==> config.mk <==
export PLATFORM = sky130hd
export DESIGN_NAME = epsilon_greedy_arm_selector_core
export DESIGN_NICKNAME = d
export VERILOG_FILES = /design/src/egas_pkg.sv /design/src/egas_divider.sv /design/src/egas_multiplier.sv /design/src/epsilon_greedy_arm_selector_core.sv
export VERILOG_INCLUDE_DIRS = /design/src /design/src/src
export SDC_FILE = /design/constraint.sdc
export NUM_CORES = 1
export LEC_CHECK = 0
export BUFFER_PORTS_ARGS = -buffer_cell sky130_fd_sc_hd__clkbuf_2
export CAP_MARGIN = 10
export CORE_MARGIN = 2
export CORE_UTILIZATION = 36
export CTS_CLUSTER_SIZE = 8
export DETAILED_ROUTE_END_ITERATION = 6
export GPL_ROUTABILITY_DRIVEN = 0
export GPL_TIMING_DRIVEN = 0
export PLACE_DENSITY_LB_ADDON = 0.15
export SLEW_MARGIN = 5
export SYNTH_ARGS = -nofsm -noshare
export SYNTH_HDL_FRONTEND = slang
export SYNTH_SLANG_ARGS = --single-unit
==> constraint.sdc <==
create_clock -name clk -period 14.7 [get_ports clk]
set_input_delay 2.94 -clock clk [delete_from_list [all_inputs] [get_ports clk]]
set_output_delay 2.94 -clock clk [all_outputs]
set_load 0.01 [all_outputs]
==> src/assert_macros.svh <==
// ----------------------------------------------------------------------------
// assert_macros.svh
// assertion helper macros, empty when SYNTHESIS is defined
// ----------------------------------------------------------------------------
`ifndef ASSERT_MACROS_SVH
`define ASSERT_MACROS_SVH

`ifndef SYNTHESIS
// property checked only outside reset
`define EGAS_ASSERT(lbl, clk, rst, prop) \
  lbl: assert property (@(posedge clk) disable iff (rst) prop) \
    else $error("assertion failed");
`else
`define EGAS_ASSERT(lbl, clk, rst, prop)
`endif

`ifndef SYNTHESIS
// property checked at every edge, reset included
`define EGAS_ASSERT_ALWAYS(lbl, clk, prop) \
  lbl: assert property (@(posedge clk) prop) \
    else $error("assertion failed");
`else
`define EGAS_ASSERT_ALWAYS(lbl, clk, prop)
`endif

`endif

==> src/egas_pkg.sv <==
// ----------------------------------------------------------------------------
// egas_pkg
// shared types and constants of the epsilon-greedy arm selector
// ----------------------------------------------------------------------------
`default_nettype none

package egas_pkg;

  // register indexes on the config port
  localparam logic [1:0] REG_EPS_INIT    = 2'd0;
  localparam logic [1:0] REG_EPS_RESTART = 2'd1;
  localparam logic [1:0] REG_DECAY       = 2'd2;

  // register reset values, q0.16
  localparam logic [15:0] EPS_INIT_RST    = 16'd29491;
  localparam logic [15:0] EPS_RESTART_RST = 16'd26214;
  localparam logic [15:0] DECAY_RST       = 16'd64251;

  localparam logic [16:0] Q16_ONE   = 17'h10000;
  localparam logic [31:0] COUNT_MAX = 32'hFFFF_FFFF;

  localparam int ARM_W  = 6;
  localparam int DIV_QW = 17;
  localparam int DIV_RW = 32;

  localparam logic [4:0] RATIO_STEPS = 5'd16;
  localparam logic [4:0] FULL_STEPS  = 5'd17;
  localparam logic [4:0] MUL_STEPS   = 5'd16;

  typedef enum logic [3:0] {
    S_IDLE,
    S_RD,
    S_RSTART,
    S_RDIV,
    S_VSTART,
    S_VDIV,
    S_WR,
    S_EXPL,
    S_WALK,
    S_WEND,
    S_PICK,
    S_DONE
  } state_t;

  typedef struct packed {
    logic              start;
    logic [4:0]        steps;
    logic [DIV_RW-1:0] init_rem;
    logic [DIV_QW-1:0] dividend;
    logic [DIV_RW-1:0] divisor;
  } div_req_t;

  typedef struct packed {
    logic busy;
    logic done;
  } div_stat_t;

  typedef struct packed {
    logic        start;
    logic [15:0] a;
    logic [15:0] b;
  } mul_req_t;

endpackage

`default_nettype wire

==> src/egas_divider.sv <==
// ----------------------------------------------------------------------------
// egas_divider
// bit-serial restoring divider, one quotient bit per cycle
// ----------------------------------------------------------------------------
`default_nettype none
`include "assert_macros.svh"

module egas_divider import egas_pkg::*; (
  input  logic              clk,
  input  logic              rst,
  input  div_req_t          req,
  output div_stat_t         stat,
  output logic [DIV_QW-1:0] quo,
  output logic [DIV_RW-1:0] rem
);

  logic [DIV_QW-1:0] dvd;
  logic [DIV_RW-1:0] dsr;
  logic [4:0]        cnt;
  logic              busy;
  logic              done;
  logic [DIV_RW:0]   trial;
  logic [DIV_RW:0]   diff;
  logic              take;

  // shift the next dividend bit into the partial remainder
  assign trial = {rem, dvd[DIV_QW-1]};
  assign diff  = trial - {1'b0, dsr};
  assign take  = ~diff[DIV_RW];

  always_ff @(posedge clk) begin
    if (rst) begin
      busy <= 1'b0;
      done <= 1'b0;
      cnt  <= '0;
    end else begin
      done <= 1'b0;
      if (req.start) begin
        busy <= 1'b1;
        cnt  <= req.steps;
      end else if (busy) begin
        cnt <= cnt - 5'd1;
        if (cnt == 5'd1) begin
          busy <= 1'b0;
          done <= 1'b1;
        end
      end
    end
  end

  always_ff @(posedge clk) begin
    if (req.start) begin
      rem <= req.init_rem;
      dvd <= req.dividend;
      dsr <= req.divisor;
      quo <= '0;
    end else if (busy) begin
      rem <= take ? diff[DIV_RW-1:0] : trial[DIV_RW-1:0];
      dvd <= {dvd[DIV_QW-2:0], 1'b0};
      quo <= {quo[DIV_QW-2:0], take};
    end
  end

  assign stat.busy = busy;
  assign stat.done = done;

  `EGAS_ASSERT(a_div_no_restart, clk, rst, req.start |-> !busy)
  `EGAS_ASSERT(a_div_runs_to_done, clk, rst, busy |=> (busy || done))
  `EGAS_ASSERT_ALWAYS(a_div_done_idle, clk, !(busy && done))
  `EGAS_ASSERT(a_div_rem_below, clk, rst, (busy || done) |-> (rem < dsr))

endmodule

`default_nettype wire

==> src/egas_multiplier.sv <==
// ----------------------------------------------------------------------------
// egas_multiplier
// bit-serial shift-add multiplier giving floor(a * b / 2^16)
// ----------------------------------------------------------------------------
`default_nettype none
`include "assert_macros.svh"

module egas_multiplier import egas_pkg::*; (
  input  logic        clk,
  input  logic        rst,
  input  mul_req_t    req,
  output logic        busy,
  output logic [15:0] prod
);

  logic [15:0] a;
  logic [15:0] b;
  logic [4:0]  cnt;
  logic [16:0] sum;

  // lsb-first over b, low product bits drop out one per step
  assign sum = {1'b0, prod} + (b[0] ? {1'b0, a} : 17'd0);

  always_ff @(posedge clk) begin
    if (rst) begin
      busy <= 1'b0;
      cnt  <= '0;
    end else if (req.start) begin
      busy <= 1'b1;
      cnt  <= MUL_STEPS;
    end else if (busy) begin
      cnt <= cnt - 5'd1;
      if (cnt == 5'd1) begin
        busy <= 1'b0;
      end
    end
  end

  always_ff @(posedge clk) begin
    if (req.start) begin
      a    <= req.a;
      b    <= req.b;
      prod <= '0;
    end else if (busy) begin
      b    <= {1'b0, b[15:1]};
      prod <= sum[16:1];
    end
  end

  `EGAS_ASSERT(a_mul_no_restart, clk, rst, req.start |-> !busy)
  `EGAS_ASSERT(a_mul_ends, clk, rst, (busy && cnt == 5'd1 && !req.start) |=> !busy)
  `EGAS_ASSERT(a_mul_holds, clk, rst, (!busy && !req.start) |=> $stable(prod))

endmodule

`default_nettype wire

==> src/epsilon_greedy_arm_selector_core.sv <==
// ----------------------------------------------------------------------------
// epsilon_greedy_arm_selector_core
// epsilon-greedy bandit: value update, exploration and greedy arm choice
// ----------------------------------------------------------------------------
// One item is worked at a time. A round item runs a 16-step serial
// division for the delivery ratio (skipped when the total is zero or the
// successes reach the total), a 17-step serial division of the value
// difference by the pull count, then either a 17-step serial modulo of
// random_arm with the epsilon decay multiply running beside it, or a walk
// over the arm memory reading one arm per cycle for the greedy pick. The
// bit-serial divider is shared by all three divisions. A finished result
// sits in the output register, so the next item is taken while it waits.
// Arm values and pull counts live in a memory with one valid bit per arm;
// a reset item clears all the valid bits at once, so no clearing pass is
// needed.
// ----------------------------------------------------------------------------
`default_nettype none
`include "assert_macros.svh"

module epsilon_greedy_arm_selector_core import egas_pkg::*; #(
  parameter int NUM_ARMS = 8
) (
  input  logic        clk,
  input  logic        rst,
  // input items
  input  logic        s_axis_tvalid,
  output logic        s_axis_tready,
  // success_count, total_count, random_fraction, random_arm
  input  logic [63:0] s_axis_tdata,
  // func
  input  logic [0:0]  s_axis_tuser,
  // result items
  output logic        m_axis_tvalid,
  input  logic        m_axis_tready,
  // chosen_arm, delivery_ratio, updated_value, epsilon_now
  output logic [55:0] m_axis_tdata,
  // explored
  output logic [0:0]  m_axis_tuser,
  // config port
  input  logic        psel,
  input  logic        penable,
  input  logic        pwrite,
  input  logic [3:0]  paddr,
  input  logic [31:0] pwdata,
  output logic [31:0] prdata,
  output logic        pready
);

  localparam int AW = (NUM_ARMS > 1) ? $clog2(NUM_ARMS) : 1;
  localparam int CW = AW + 1;

  state_t state, state_next;

  // config registers
  logic [15:0] eps_init;
  logic [15:0] eps_restart;
  logic [15:0] decay;
  logic        cfg_we;

  // working state
  logic [15:0]   eps_value;
  logic [AW-1:0] cur_arm;
  logic [15:0]   succ_q;
  logic [15:0]   tot_q;
  logic [15:0]   rfrac_q;
  logic [15:0]   rarm_q;
  logic [16:0]   ratio;
  logic [31:0]   cnt_new;
  logic          diff_neg;
  logic [16:0]   new_val;
  logic          explore;
  logic [AW-1:0] next_arm;

  // arm memory, one valid bit per arm
  logic [16:0]         val_mem [NUM_ARMS];
  logic [31:0]         cnt_mem [NUM_ARMS];
  logic [NUM_ARMS-1:0] arm_valid;
  logic                mem_rd;
  logic                mem_we;
  logic [AW-1:0]       mem_addr;
  logic [16:0]         rd_val;
  logic [31:0]         rd_cnt;
  logic                rd_valid;
  logic [AW-1:0]       rd_tag;
  logic                rd_live;
  logic [16:0]         eff_val;
  logic [31:0]         eff_cnt;

  // greedy walk
  logic [CW-1:0] walk_idx;
  logic [AW-1:0] best_idx;
  logic [16:0]   best_val;

  // arithmetic helpers
  logic [17:0] diff_full;
  logic [16:0] diff_mag;
  logic [31:0] cnt_inc;
  logic        explore_c;
  logic        ratio_skip;
  logic        s_acc;
  logic        out_free;

  // serial units
  div_req_t          div_req;
  div_stat_t         div_stat;
  logic [DIV_QW-1:0] div_quo;
  logic [DIV_RW-1:0] div_rem;
  mul_req_t          mul_req;
  logic              mul_busy;
  logic [15:0]       mul_prod;

  egas_divider u_div (
    .clk  (clk),
    .rst  (rst),
    .req  (div_req),
    .stat (div_stat),
    .quo  (div_quo),
    .rem  (div_rem)
  );

  egas_multiplier u_mul (
    .clk  (clk),
    .rst  (rst),
    .req  (mul_req),
    .busy (mul_busy),
    .prod (mul_prod)
  );

  // -------------------------------------------------------------------------
  // config port, always ready, decode on the word address
  // -------------------------------------------------------------------------
  assign pready = 1'b1;
  assign cfg_we = psel & penable & pwrite & pready;

  always_ff @(posedge clk) begin
    if (rst) begin
      eps_init    <= EPS_INIT_RST;
      eps_restart <= EPS_RESTART_RST;
      decay       <= DECAY_RST;
    end else if (cfg_we) begin
      unique case (paddr[3:2])
        REG_EPS_INIT:    eps_init    <= pwdata[15:0];
        REG_EPS_RESTART: eps_restart <= pwdata[15:0];
        REG_DECAY:       decay       <= pwdata[15:0];
        default: ;
      endcase
    end
  end

  always_comb begin
    unique case (paddr[3:2])
      REG_EPS_INIT:    prdata = {16'd0, eps_init};
      REG_EPS_RESTART: prdata = {16'd0, eps_restart};
      REG_DECAY:       prdata = {16'd0, decay};
      default:         prdata = 32'd0;
    endcase
  end

  // -------------------------------------------------------------------------
  // helpers
  // -------------------------------------------------------------------------
  assign s_acc    = s_axis_tvalid & s_axis_tready;
  assign out_free = ~m_axis_tvalid | m_axis_tready;

  // never-written arms read as zero
  assign eff_val = rd_valid ? rd_val : 17'd0;
  assign eff_cnt = rd_valid ? rd_cnt : 32'd0;

  // pull count saturates at all ones
  assign cnt_inc = (eff_cnt == COUNT_MAX) ? eff_cnt : eff_cnt + 32'd1;

  // signed difference ratio - value and its magnitude
  assign diff_full = {1'b0, ratio} - {1'b0, eff_val};
  assign diff_mag  = diff_full[17] ? 17'(-diff_full) : diff_full[16:0];

  assign explore_c  = rfrac_q < eps_value;
  // zero total gives 0, successes at or above total give 1.0
  assign ratio_skip = (tot_q == 16'd0) || (succ_q >= tot_q);

  // -------------------------------------------------------------------------
  // control
  // -------------------------------------------------------------------------
  always_ff @(posedge clk) begin
    if (rst) begin
      state <= S_IDLE;
    end else begin
      state <= state_next;
    end
  end

  always_comb begin
    state_next       = state;
    s_axis_tready    = 1'b0;
    mem_rd           = 1'b0;
    mem_we           = 1'b0;
    mem_addr         = cur_arm;
    div_req          = '0;
    mul_req          = '0;

    unique case (state)
      S_IDLE: begin
        s_axis_tready = 1'b1;
        if (s_axis_tvalid) begin
          state_next = s_axis_tuser[0] ? S_DONE : S_RD;
        end
      end
      S_RD: begin
        mem_rd     = 1'b1;
        state_next = S_RSTART;
      end
      S_RSTART: begin
        if (ratio_skip) begin
          state_next = S_VSTART;
        end else begin
          // remainder starts at succ, quotient is succ * 2^16 / tot
          div_req.start    = 1'b1;
          div_req.steps    = RATIO_STEPS;
          div_req.init_rem = {16'd0, succ_q};
          div_req.dividend = '0;
          div_req.divisor  = {16'd0, tot_q};
          state_next       = S_RDIV;
        end
      end
      S_RDIV: begin
        if (div_stat.done) begin
          state_next = S_VSTART;
        end
      end
      S_VSTART: begin
        div_req.start    = 1'b1;
        div_req.steps    = FULL_STEPS;
        div_req.init_rem = '0;
        div_req.dividend = diff_mag;
        div_req.divisor  = cnt_inc;
        state_next       = S_VDIV;
      end
      S_VDIV: begin
        if (div_stat.done) begin
          state_next = S_WR;
        end
      end
      S_WR: begin
        mem_we = 1'b1;
        if (explore_c) begin
          // random_arm mod NUM_ARMS beside the epsilon decay
          div_req.start    = 1'b1;
          div_req.steps    = FULL_STEPS;
          div_req.init_rem = '0;
          div_req.dividend = {1'b0, rarm_q};
          div_req.divisor  = 32'(NUM_ARMS);
          mul_req.start    = 1'b1;
          mul_req.a        = eps_value;
          mul_req.b        = decay;
          state_next       = S_EXPL;
        end else begin
          state_next = S_WALK;
        end
      end
      S_EXPL: begin
        if (div_stat.done) begin
          state_next = S_DONE;
        end
      end
      S_WALK: begin
        mem_rd   = 1'b1;
        mem_addr = walk_idx[AW-1:0];
        if (walk_idx == CW'(NUM_ARMS - 1)) begin
          state_next = S_WEND;
        end
      end
      S_WEND: begin
        state_next = S_PICK;
      end
      S_PICK: begin
        state_next = S_DONE;
      end
      S_DONE: begin
        if (out_free) begin
          state_next = S_IDLE;
        end
      end
      default: begin
        state_next = S_IDLE;
      end
    endcase
  end

  // -------------------------------------------------------------------------
  // arm memory, registered read
  // -------------------------------------------------------------------------
  always_ff @(posedge clk) begin
    if (mem_we) begin
      val_mem[cur_arm] <= new_val;
      cnt_mem[cur_arm] <= cnt_new;
    end
    if (mem_rd) begin
      rd_val   <= val_mem[mem_addr];
      rd_cnt   <= cnt_mem[mem_addr];
      rd_valid <= arm_valid[mem_addr];
      rd_tag   <= mem_addr;
    end
  end

  always_ff @(posedge clk) begin
    if (rst) begin
      arm_valid <= '0;
      rd_live   <= 1'b0;
    end else begin
      rd_live <= (state == S_WALK);
      if (state == S_IDLE && s_acc && s_axis_tuser[0]) begin
        arm_valid <= '0;
      end else if (mem_we) begin
        arm_valid[cur_arm] <= 1'b1;
      end
    end
  end

  // -------------------------------------------------------------------------
  // control state: epsilon, current arm, output register
  // -------------------------------------------------------------------------
  always_ff @(posedge clk) begin
    if (rst) begin
      eps_value     <= EPS_INIT_RST;
      cur_arm       <= '0;
      m_axis_tvalid <= 1'b0;
    end else begin
      if (cfg_we && paddr[3:2] == REG_EPS_INIT) begin
        eps_value <= pwdata[15:0];
      end else if (state == S_IDLE && s_acc && s_axis_tuser[0]) begin
        eps_value <= eps_restart;
      end else if (state == S_EXPL && div_stat.done) begin
        eps_value <= mul_prod;
      end

      if (state == S_DONE && out_free) begin
        m_axis_tvalid <= 1'b1;
        cur_arm       <= next_arm;
      end else if (m_axis_tready) begin
        m_axis_tvalid <= 1'b0;
      end
    end
  end

  // -------------------------------------------------------------------------
  // datapath registers
  // -------------------------------------------------------------------------
  always_ff @(posedge clk) begin
    unique case (state)
      S_IDLE: begin
        if (s_acc) begin
          succ_q  <= s_axis_tdata[15:0];
          tot_q   <= s_axis_tdata[31:16];
          rfrac_q <= s_axis_tdata[47:32];
          rarm_q  <= s_axis_tdata[63:48];
          // reset item result
          ratio    <= 17'd0;
          new_val  <= 17'd0;
          explore  <= 1'b0;
          next_arm <= cur_arm;
        end
      end
      S_RSTART: begin
        if (tot_q == 16'd0) begin
          ratio <= 17'd0;
        end else if (succ_q >= tot_q) begin
          ratio <= Q16_ONE;
        end
      end
      S_RDIV: begin
        if (div_stat.done) begin
          ratio <= {1'b0, div_quo[15:0]};
        end
      end
      S_VSTART: begin
        cnt_new  <= cnt_inc;
        diff_neg <= diff_full[17];
      end
      S_VDIV: begin
        // truncated step toward the ratio, stays within 0..1.0
        if (div_stat.done) begin
          new_val <= diff_neg ? eff_val - div_quo : eff_val + div_quo;
        end
      end
      S_WR: begin
        explore  <= explore_c;
        walk_idx <= '0;
      end
      S_EXPL: begin
        if (div_stat.done) begin
          next_arm <= div_rem[AW-1:0];
        end
      end
      S_WALK: begin
        walk_idx <= walk_idx + CW'(1);
      end
      S_PICK: begin
        next_arm <= best_idx;
      end
      S_DONE: begin
        if (out_free) begin
          m_axis_tdata <= {eps_value, new_val, ratio, ARM_W'(next_arm)};
          m_axis_tuser <= explore;
        end
      end
      default: ;
    endcase

    // greedy compare, lowest index wins a tie
    if (rd_live) begin
      if (rd_tag == '0 || eff_val > best_val) begin
        best_val <= eff_val;
        best_idx <= rd_tag;
      end
    end
  end

  `EGAS_ASSERT(a_arm_in_range, clk, rst,
    m_axis_tvalid |-> ({1'b0, m_axis_tdata[5:0]} < 7'(NUM_ARMS)))
  `EGAS_ASSERT(a_value_in_range, clk, rst,
    m_axis_tvalid |-> (m_axis_tdata[39:23] <= Q16_ONE))
  `EGAS_ASSERT(a_decay_first, clk, rst,
    (state == S_EXPL && div_stat.done) |-> !mul_busy)
  `EGAS_ASSERT(a_accept_leaves_idle, clk, rst, s_acc |=> (state != S_IDLE))

endmodule

`default_nettype wire
---- Word level (Yosys, flattened, before mapping) ----
Memories as Yosys holds them, arrays and structs flattened. A register that Yosys moved wholly into a read port is not among the register bits.
Index checks and enable logic that the tools add are counted.
storage, ports and cells
  register bits after elaboration ......... 457
  memory bits (writable) .................. 392
  input port bits ......................... 108
  output and inout bits ................... 92
  logic and storage cells ................. 195
  memories kept ........................... 2
cells by class
  add/sub/neg operators ................... 10
  magnitude comparators ................... 6
  equality and inequality tests ........... 25
  muxes and demuxes ....................... 68
  bitwise operators ....................... 8
  reduce and logical (&&, ||, !) cells .... 37
memories
  name     words  width  read ports  clocked after memory_dff  write ports  RTL line                                RTL
  cnt_mem  8      32     1           1                         1            epsilon_greedy_arm_selector_core.sv:76  logic [31:0] cnt_mem [NUM_ARMS];
  val_mem  8      17     1           1                         1            epsilon_greedy_arm_selector_core.sv:75  logic [16:0] val_mem [NUM_ARMS];
operator list
  kind                   count
  $pmux 87 s3            1
  $mux 87                2
  $mux 17                10
  $mux 32                5
  $mux 16                6
  $mux 33                2
  $pmux 17 s3            1
  $pmux 16 s3            1
  $pmux 4 s12            1
  $pmux 17 s2            1
  $sub 33x32->33         1
  $add 32x1->32 const B  1
  $eq 32x32->1 const B   1
  $mux 4                 8
  $eq 4x3->1 const B     5
  $mux 5                 4
  $sub 17x17->18         1
  $add 16x17->17         1
  $add 17x17->17         1
  $gt 17x17->1           1
  $mux 1                 17
  $neg 17->17            1
  $sub 17x17->17         1
  $eq 4x4->1 const B     4
  38 further kinds       77

---- Logic depth before layout (Yosys ltp) ----
  depth in word-level cells ............... 7
  gate-level depth with buffers ........... 17
  mapped depth without buffers ............ 15

---- Hierarchy ----
A second synthesis with hierarchy kept.
second synthesis, totals
  cell total of the unflattened synthesis .. 3667
  area total of the unflattened synthesis .. 41931.5 um^2
by module, submodules not included
  module                            times used  cells an instance  area each (um^2)  sequential area each (um^2)
  epsilon_greedy_arm_selector_core  1           2814               32730.1           21380.5
  egas_divider                      1           610                6389.9            2912.8
  egas_multiplier                   1           243                2811.4            1401.3

---- Least setup slack after synthesis ----
No wires, ideal clock.
  path kind ............................... input to output
  start point ............................. input paddr[2]
  end point ............................... output prdata[10]
  data arrival time ....................... 4220 ps
  required time ........................... 11760 ps
  setup slack ............................. 7540 ps
  cell stages on the path ................. 4
  path buffers ............................ 2
  path through ............................ buf_1 clkbuf_1 mux2i_1 o21ai_0
on the way
  word-level cells in the longest chain between the ends .. 2
  elaborated cells on any way between the ends .. 4
  those cells by class .................... eq/ne (2); mux (1); reduce/logical (1)
RTL lines
  item                                RTL line                                 RTL
  from (decl)                         epsilon_greedy_arm_selector_core.sv:43   input logic [3:0] paddr,
  $eq 2x2->1 (tied with other cells)  epsilon_greedy_arm_selector_core.sv:151  unique case (paddr[3:2])
  $pmux 16 s3 (*)                     epsilon_greedy_arm_selector_core.sv:151
  to (decl)                           epsilon_greedy_arm_selector_core.sv:45   output logic [31:0] prdata,
Every way passes the cells marked *; elsewhere a longest branch is shown, timed or not.

---- Worst setup path in the final report ----
  start point ............................. input paddr[3]
  end point ............................... output prdata[11]
The elaborated chain is that of the path after synthesis.

==> results.json <==
{
  "status": "completed",
  "final_nets": 4198,
  "die_x_um": 341.8,
  "post-cts-setup-buffer-count": 0,
  "cts-resized-gates": 0,
  "dieArea_um2": 116900,
  "wl_met2_um": 54690,
  "syn_avg_cell_area_um2": 11.40,
  "crit_top_cell": "clkbuf_1",
  "path_delay_family": "buffers and inverters",
  "crit_required_ps": 11760,
  "clk_latency_ps": 740,
  "drtIter0Drc": 2039,
  "cts_sinks": 898,
  "hold_path_class": "flop to flop",
  "finClkSkew_ps": 34.96,
  "wl_met3_um": 6149,
  "io_pins": 200,
  "io_buffers": 160,
  "maxSlewHeadroom": 0.2566,
  "vdd_drop_max_uv": 136.9,
  "synth_edf_count": 771,
  "critPathKind": "input pin to output pin",
  "cts_hold_buf": 0,
  "die_y_um": 341.8,
  "leakage_nw": 18.21,
  "initial_core_util": 0.3642,
  "p_seq_frac": 0.373,
  "final_util": 0.4276,
  "grt_start_max_net_pins": 52,
  "antenna_found_initial": 2,
  "arrival_ps": 5140,
  "grt_pass1_vias": 27880,
  "via_per_inst": 5.138,
  "p_int_mw": 6.221,
  "wirelength_um": 119600,
  "max_freq_mhz": 123.7,
  "fill_cells": 10690,
  "setup_viol": 0,
  "final_antenna_net_count": 0,
  "yosys.area.top_type_share": 0.5635,
  "maxCapViolCount": 0,
  "fin_setup_tns_ps": 0,
  "p_sw_frac": 0.3610,
  "min_period_ps": 8081,
  "hold_viol": 0,
  "drcViolationCount": 0,
  "p_clk_frac": 0.285,
  "path_max_fanout": 10,
  "yosys-top-cells-area": "edfxtp_1 (56%), dfxtp_1 (6.2%), nand2_1 (6.1%), ha_1 (4.2%), nand3_1 (3.6%)",
  "first_pass_iters": 5,
  "tightest_slew_ps": 1115,
  "grt_use_total": 0.2050,
  "endpoint_kind": "output pin",
  "worstPathCellList": "clkbuf_2, clkbuf_1, nor2b_1, clkbuf_1, clkbuf_1, nand2_1, o21ai_0, clkbuf_2",
  "synth.distinct_cells": 82,
  "cts-buffers-inserted": 130,
  "ys_seq_elements": 898,
  "critical_path.slowest_cell": "clkbuf_1",
  "start_kind": "input pin",
  "path_buf_inv": 5,
  "drive_above_1_share": 0.1054,
  "ys_top_cells_by_count": "edfxtp_1 (771), nand2_1 (672), nand3_1 (293)",
  "synthFlopType": "edfxtp_1",
  "p_sw_mw": 3.515,
  "n_antenna_cell": 0,
  "grt_pass1_wl_um": 179800,
  "async_flop_share": 0,
  "htreeDepth": 4,
  "clockBufferDepth": 3,
  "maxUsedRoutingLayer": "met5",
  "cts_tree": "yes",
  "yosysMostFrequentCell": "edfxtp_1",
  "synth_top_cell_by_area": "edfxtp_1",
  "comb_power_share": 0.342,
  "num_vias": 28240,
  "yosysSeqAreaShare": 0.6253,
  "period_share": 0.5497,
  "wl_per_cell_um": 21.77,
  "core_area_um2": 112800,
  "clkSlewWorstSetupHoldPaths_ps": 50,
  "ctsRootBufferMaster": "clkbuf_16",
  "synth_area_um2": 41090,
  "slew_violations": 0,
  "postSynthCellCount": 3603,
  "hpwl_um": 85970,
  "rsz0062_at_grt": "false",
  "pwr_density_cell_nw_per_um2": 201.8,
  "num_rows": 123,
  "crit_path_max_incr_delay_ps": 500,
  "overflow": 0,
  "area_delta_synth_final_pct": 17.41,
  "wl_met1_um": 55960,
  "ys_warn_count": 0
}
worst paths after layout:
| kind | startpoint | to | slack, ps | depth (start not counted) |
|---|---|---|---|---|
| setup / recovery | paddr[3] | prdata[11] | 6620 | 8 |
| hold / removal | explore | m_axis_tuser | 420 | 0 |
| setup reg to reg | rd_valid | u_div.dvd[16] | 8660 | 15 |
| hold reg to reg | explore | m_axis_tuser | 420 | 0 |
sequential cells by signal (all words and copies together), names as in the netlist, 17 cells and up:
register and count:
cnt_new 32, u_div.dsr 32, best_val 17, new_val 17, u_div.quo 17, cnt_mem 256
val_mem 136, u_div.rem 32, u_div.dvd 17, ratio 17, rd_val 17, m_axis_tdata 53
rd_cnt 32
layout make-up:
type | count | area [um2] | area share
buffer | 192 | 818.3 | 0.01696
clock buffer | 169 | 3473 | 0.07200
clock inverter | 12 | 245.2 | 0.005084
inverter | 146 | 548.0 | 0.01136
multi-input combinational | 2385 | 14200 | 0.2943
sequential | 898 | 25690 | 0.5326
tap | 1500 | 1877 | 0.03890
timing repair buffer | 194 | 1388 | 0.02876
worst reg2reg max path: cells and delay by family (launching register included):
family / cells / cell delay [ps]
adder cells (fa/ha/maj): 1 / 530
AO/OA/AOI/OAI: 4 / 1180
AND/OR/NAND/NOR: 6 / 1610
buffers and inverters: 3 / 1740
flip-flops: 1 / 560
XOR/XNOR: 1 / 180
layer usage:
layer / GRT usage / vias to the layer above
li1: - / 13590
met1: 0.2875 / 13720
met2: 0.3265 / 741
met3: 0.03406 / 186
met4: 0.05920 / 4
met5: 0 / -
logic make-up (layout without fill, tap and decap cells):
kind of cell,after synthesis,in the layout,share of synthesized area
AOI/OAI and AO/OA,514,514,0.08139
adders and majority gates,143,143,0.04428
buffers and inverters,338,713,0.03298
other,2,20,0.0001828
xor gates and xnor gates,119,119,0.02573
muxes,106,106,0.02637
DFF,898,898,0.6253
and+or+nand+nor,1483,1483,0.1637
stage by stage:
step	setup WS (ps)	hold WS, ps	area, um2	instances	total power [mW]
after CTS	6580	421.7	48240	5496	9.814
after floorplan	7540	400.3	41160	3621	5.937
after detailed placement	6582	414.6	44520	5315	6.997
after global routing	6486	422.9	48240	5496	10.34
after global placement	4895	407.3	43830	5281	6.969
final	6619	421.0	48240	5496	9.737
power groups by stage:
stage / sequential, mW / clock (mW) / combinational, mW
finish: 3.63 / 2.78 / 3.33
global route: 3.67 / 2.94 / 3.74
CTS: 3.63 / 2.84 / 3.35
detailed placement: 3.67 / 0 / 3.32
global placement: 3.71 / 0 / 3.26
floorplan: 3.54 / 0 / 2.40
cell usage in the layout (no fill, tap or decap), drive strengths merged, types with 9 or more instances in the layout:
| cell type | count |
|---|---|
| a2111oi | 11 |
| a211o | 27 |
| a211oi | 24 |
| a21o | 31 |
| a21oi | 119 |
| a22o | 17 |
| a22oi | 19 |
| a31oi | 14 |
| and2 | 70 |
| and3 | 18 |
| and4 | 9 |
| buf | 73 |
| clkbuf | 482 |
| clkinv | 11 |
| conb | 20 |
| dfxtp | 127 |
| edfxtp | 771 |
| ha | 139 |
| inv | 147 |
| mux2 | 18 |
| mux2i | 88 |
| nand2 | 672 |
| nand2b | 31 |
| nand3 | 293 |
| nand3b | 15 |
| nand4 | 22 |
| nor2 | 205 |
| nor2b | 34 |
| nor3 | 62 |
| nor4 | 15 |
| o21a | 25 |
| o21ai | 155 |
| o21bai | 13 |
| or3 | 9 |
| xnor2 | 78 |
| xor2 | 41 |
No activity file was read; power rests on OpenSTA's default activity.
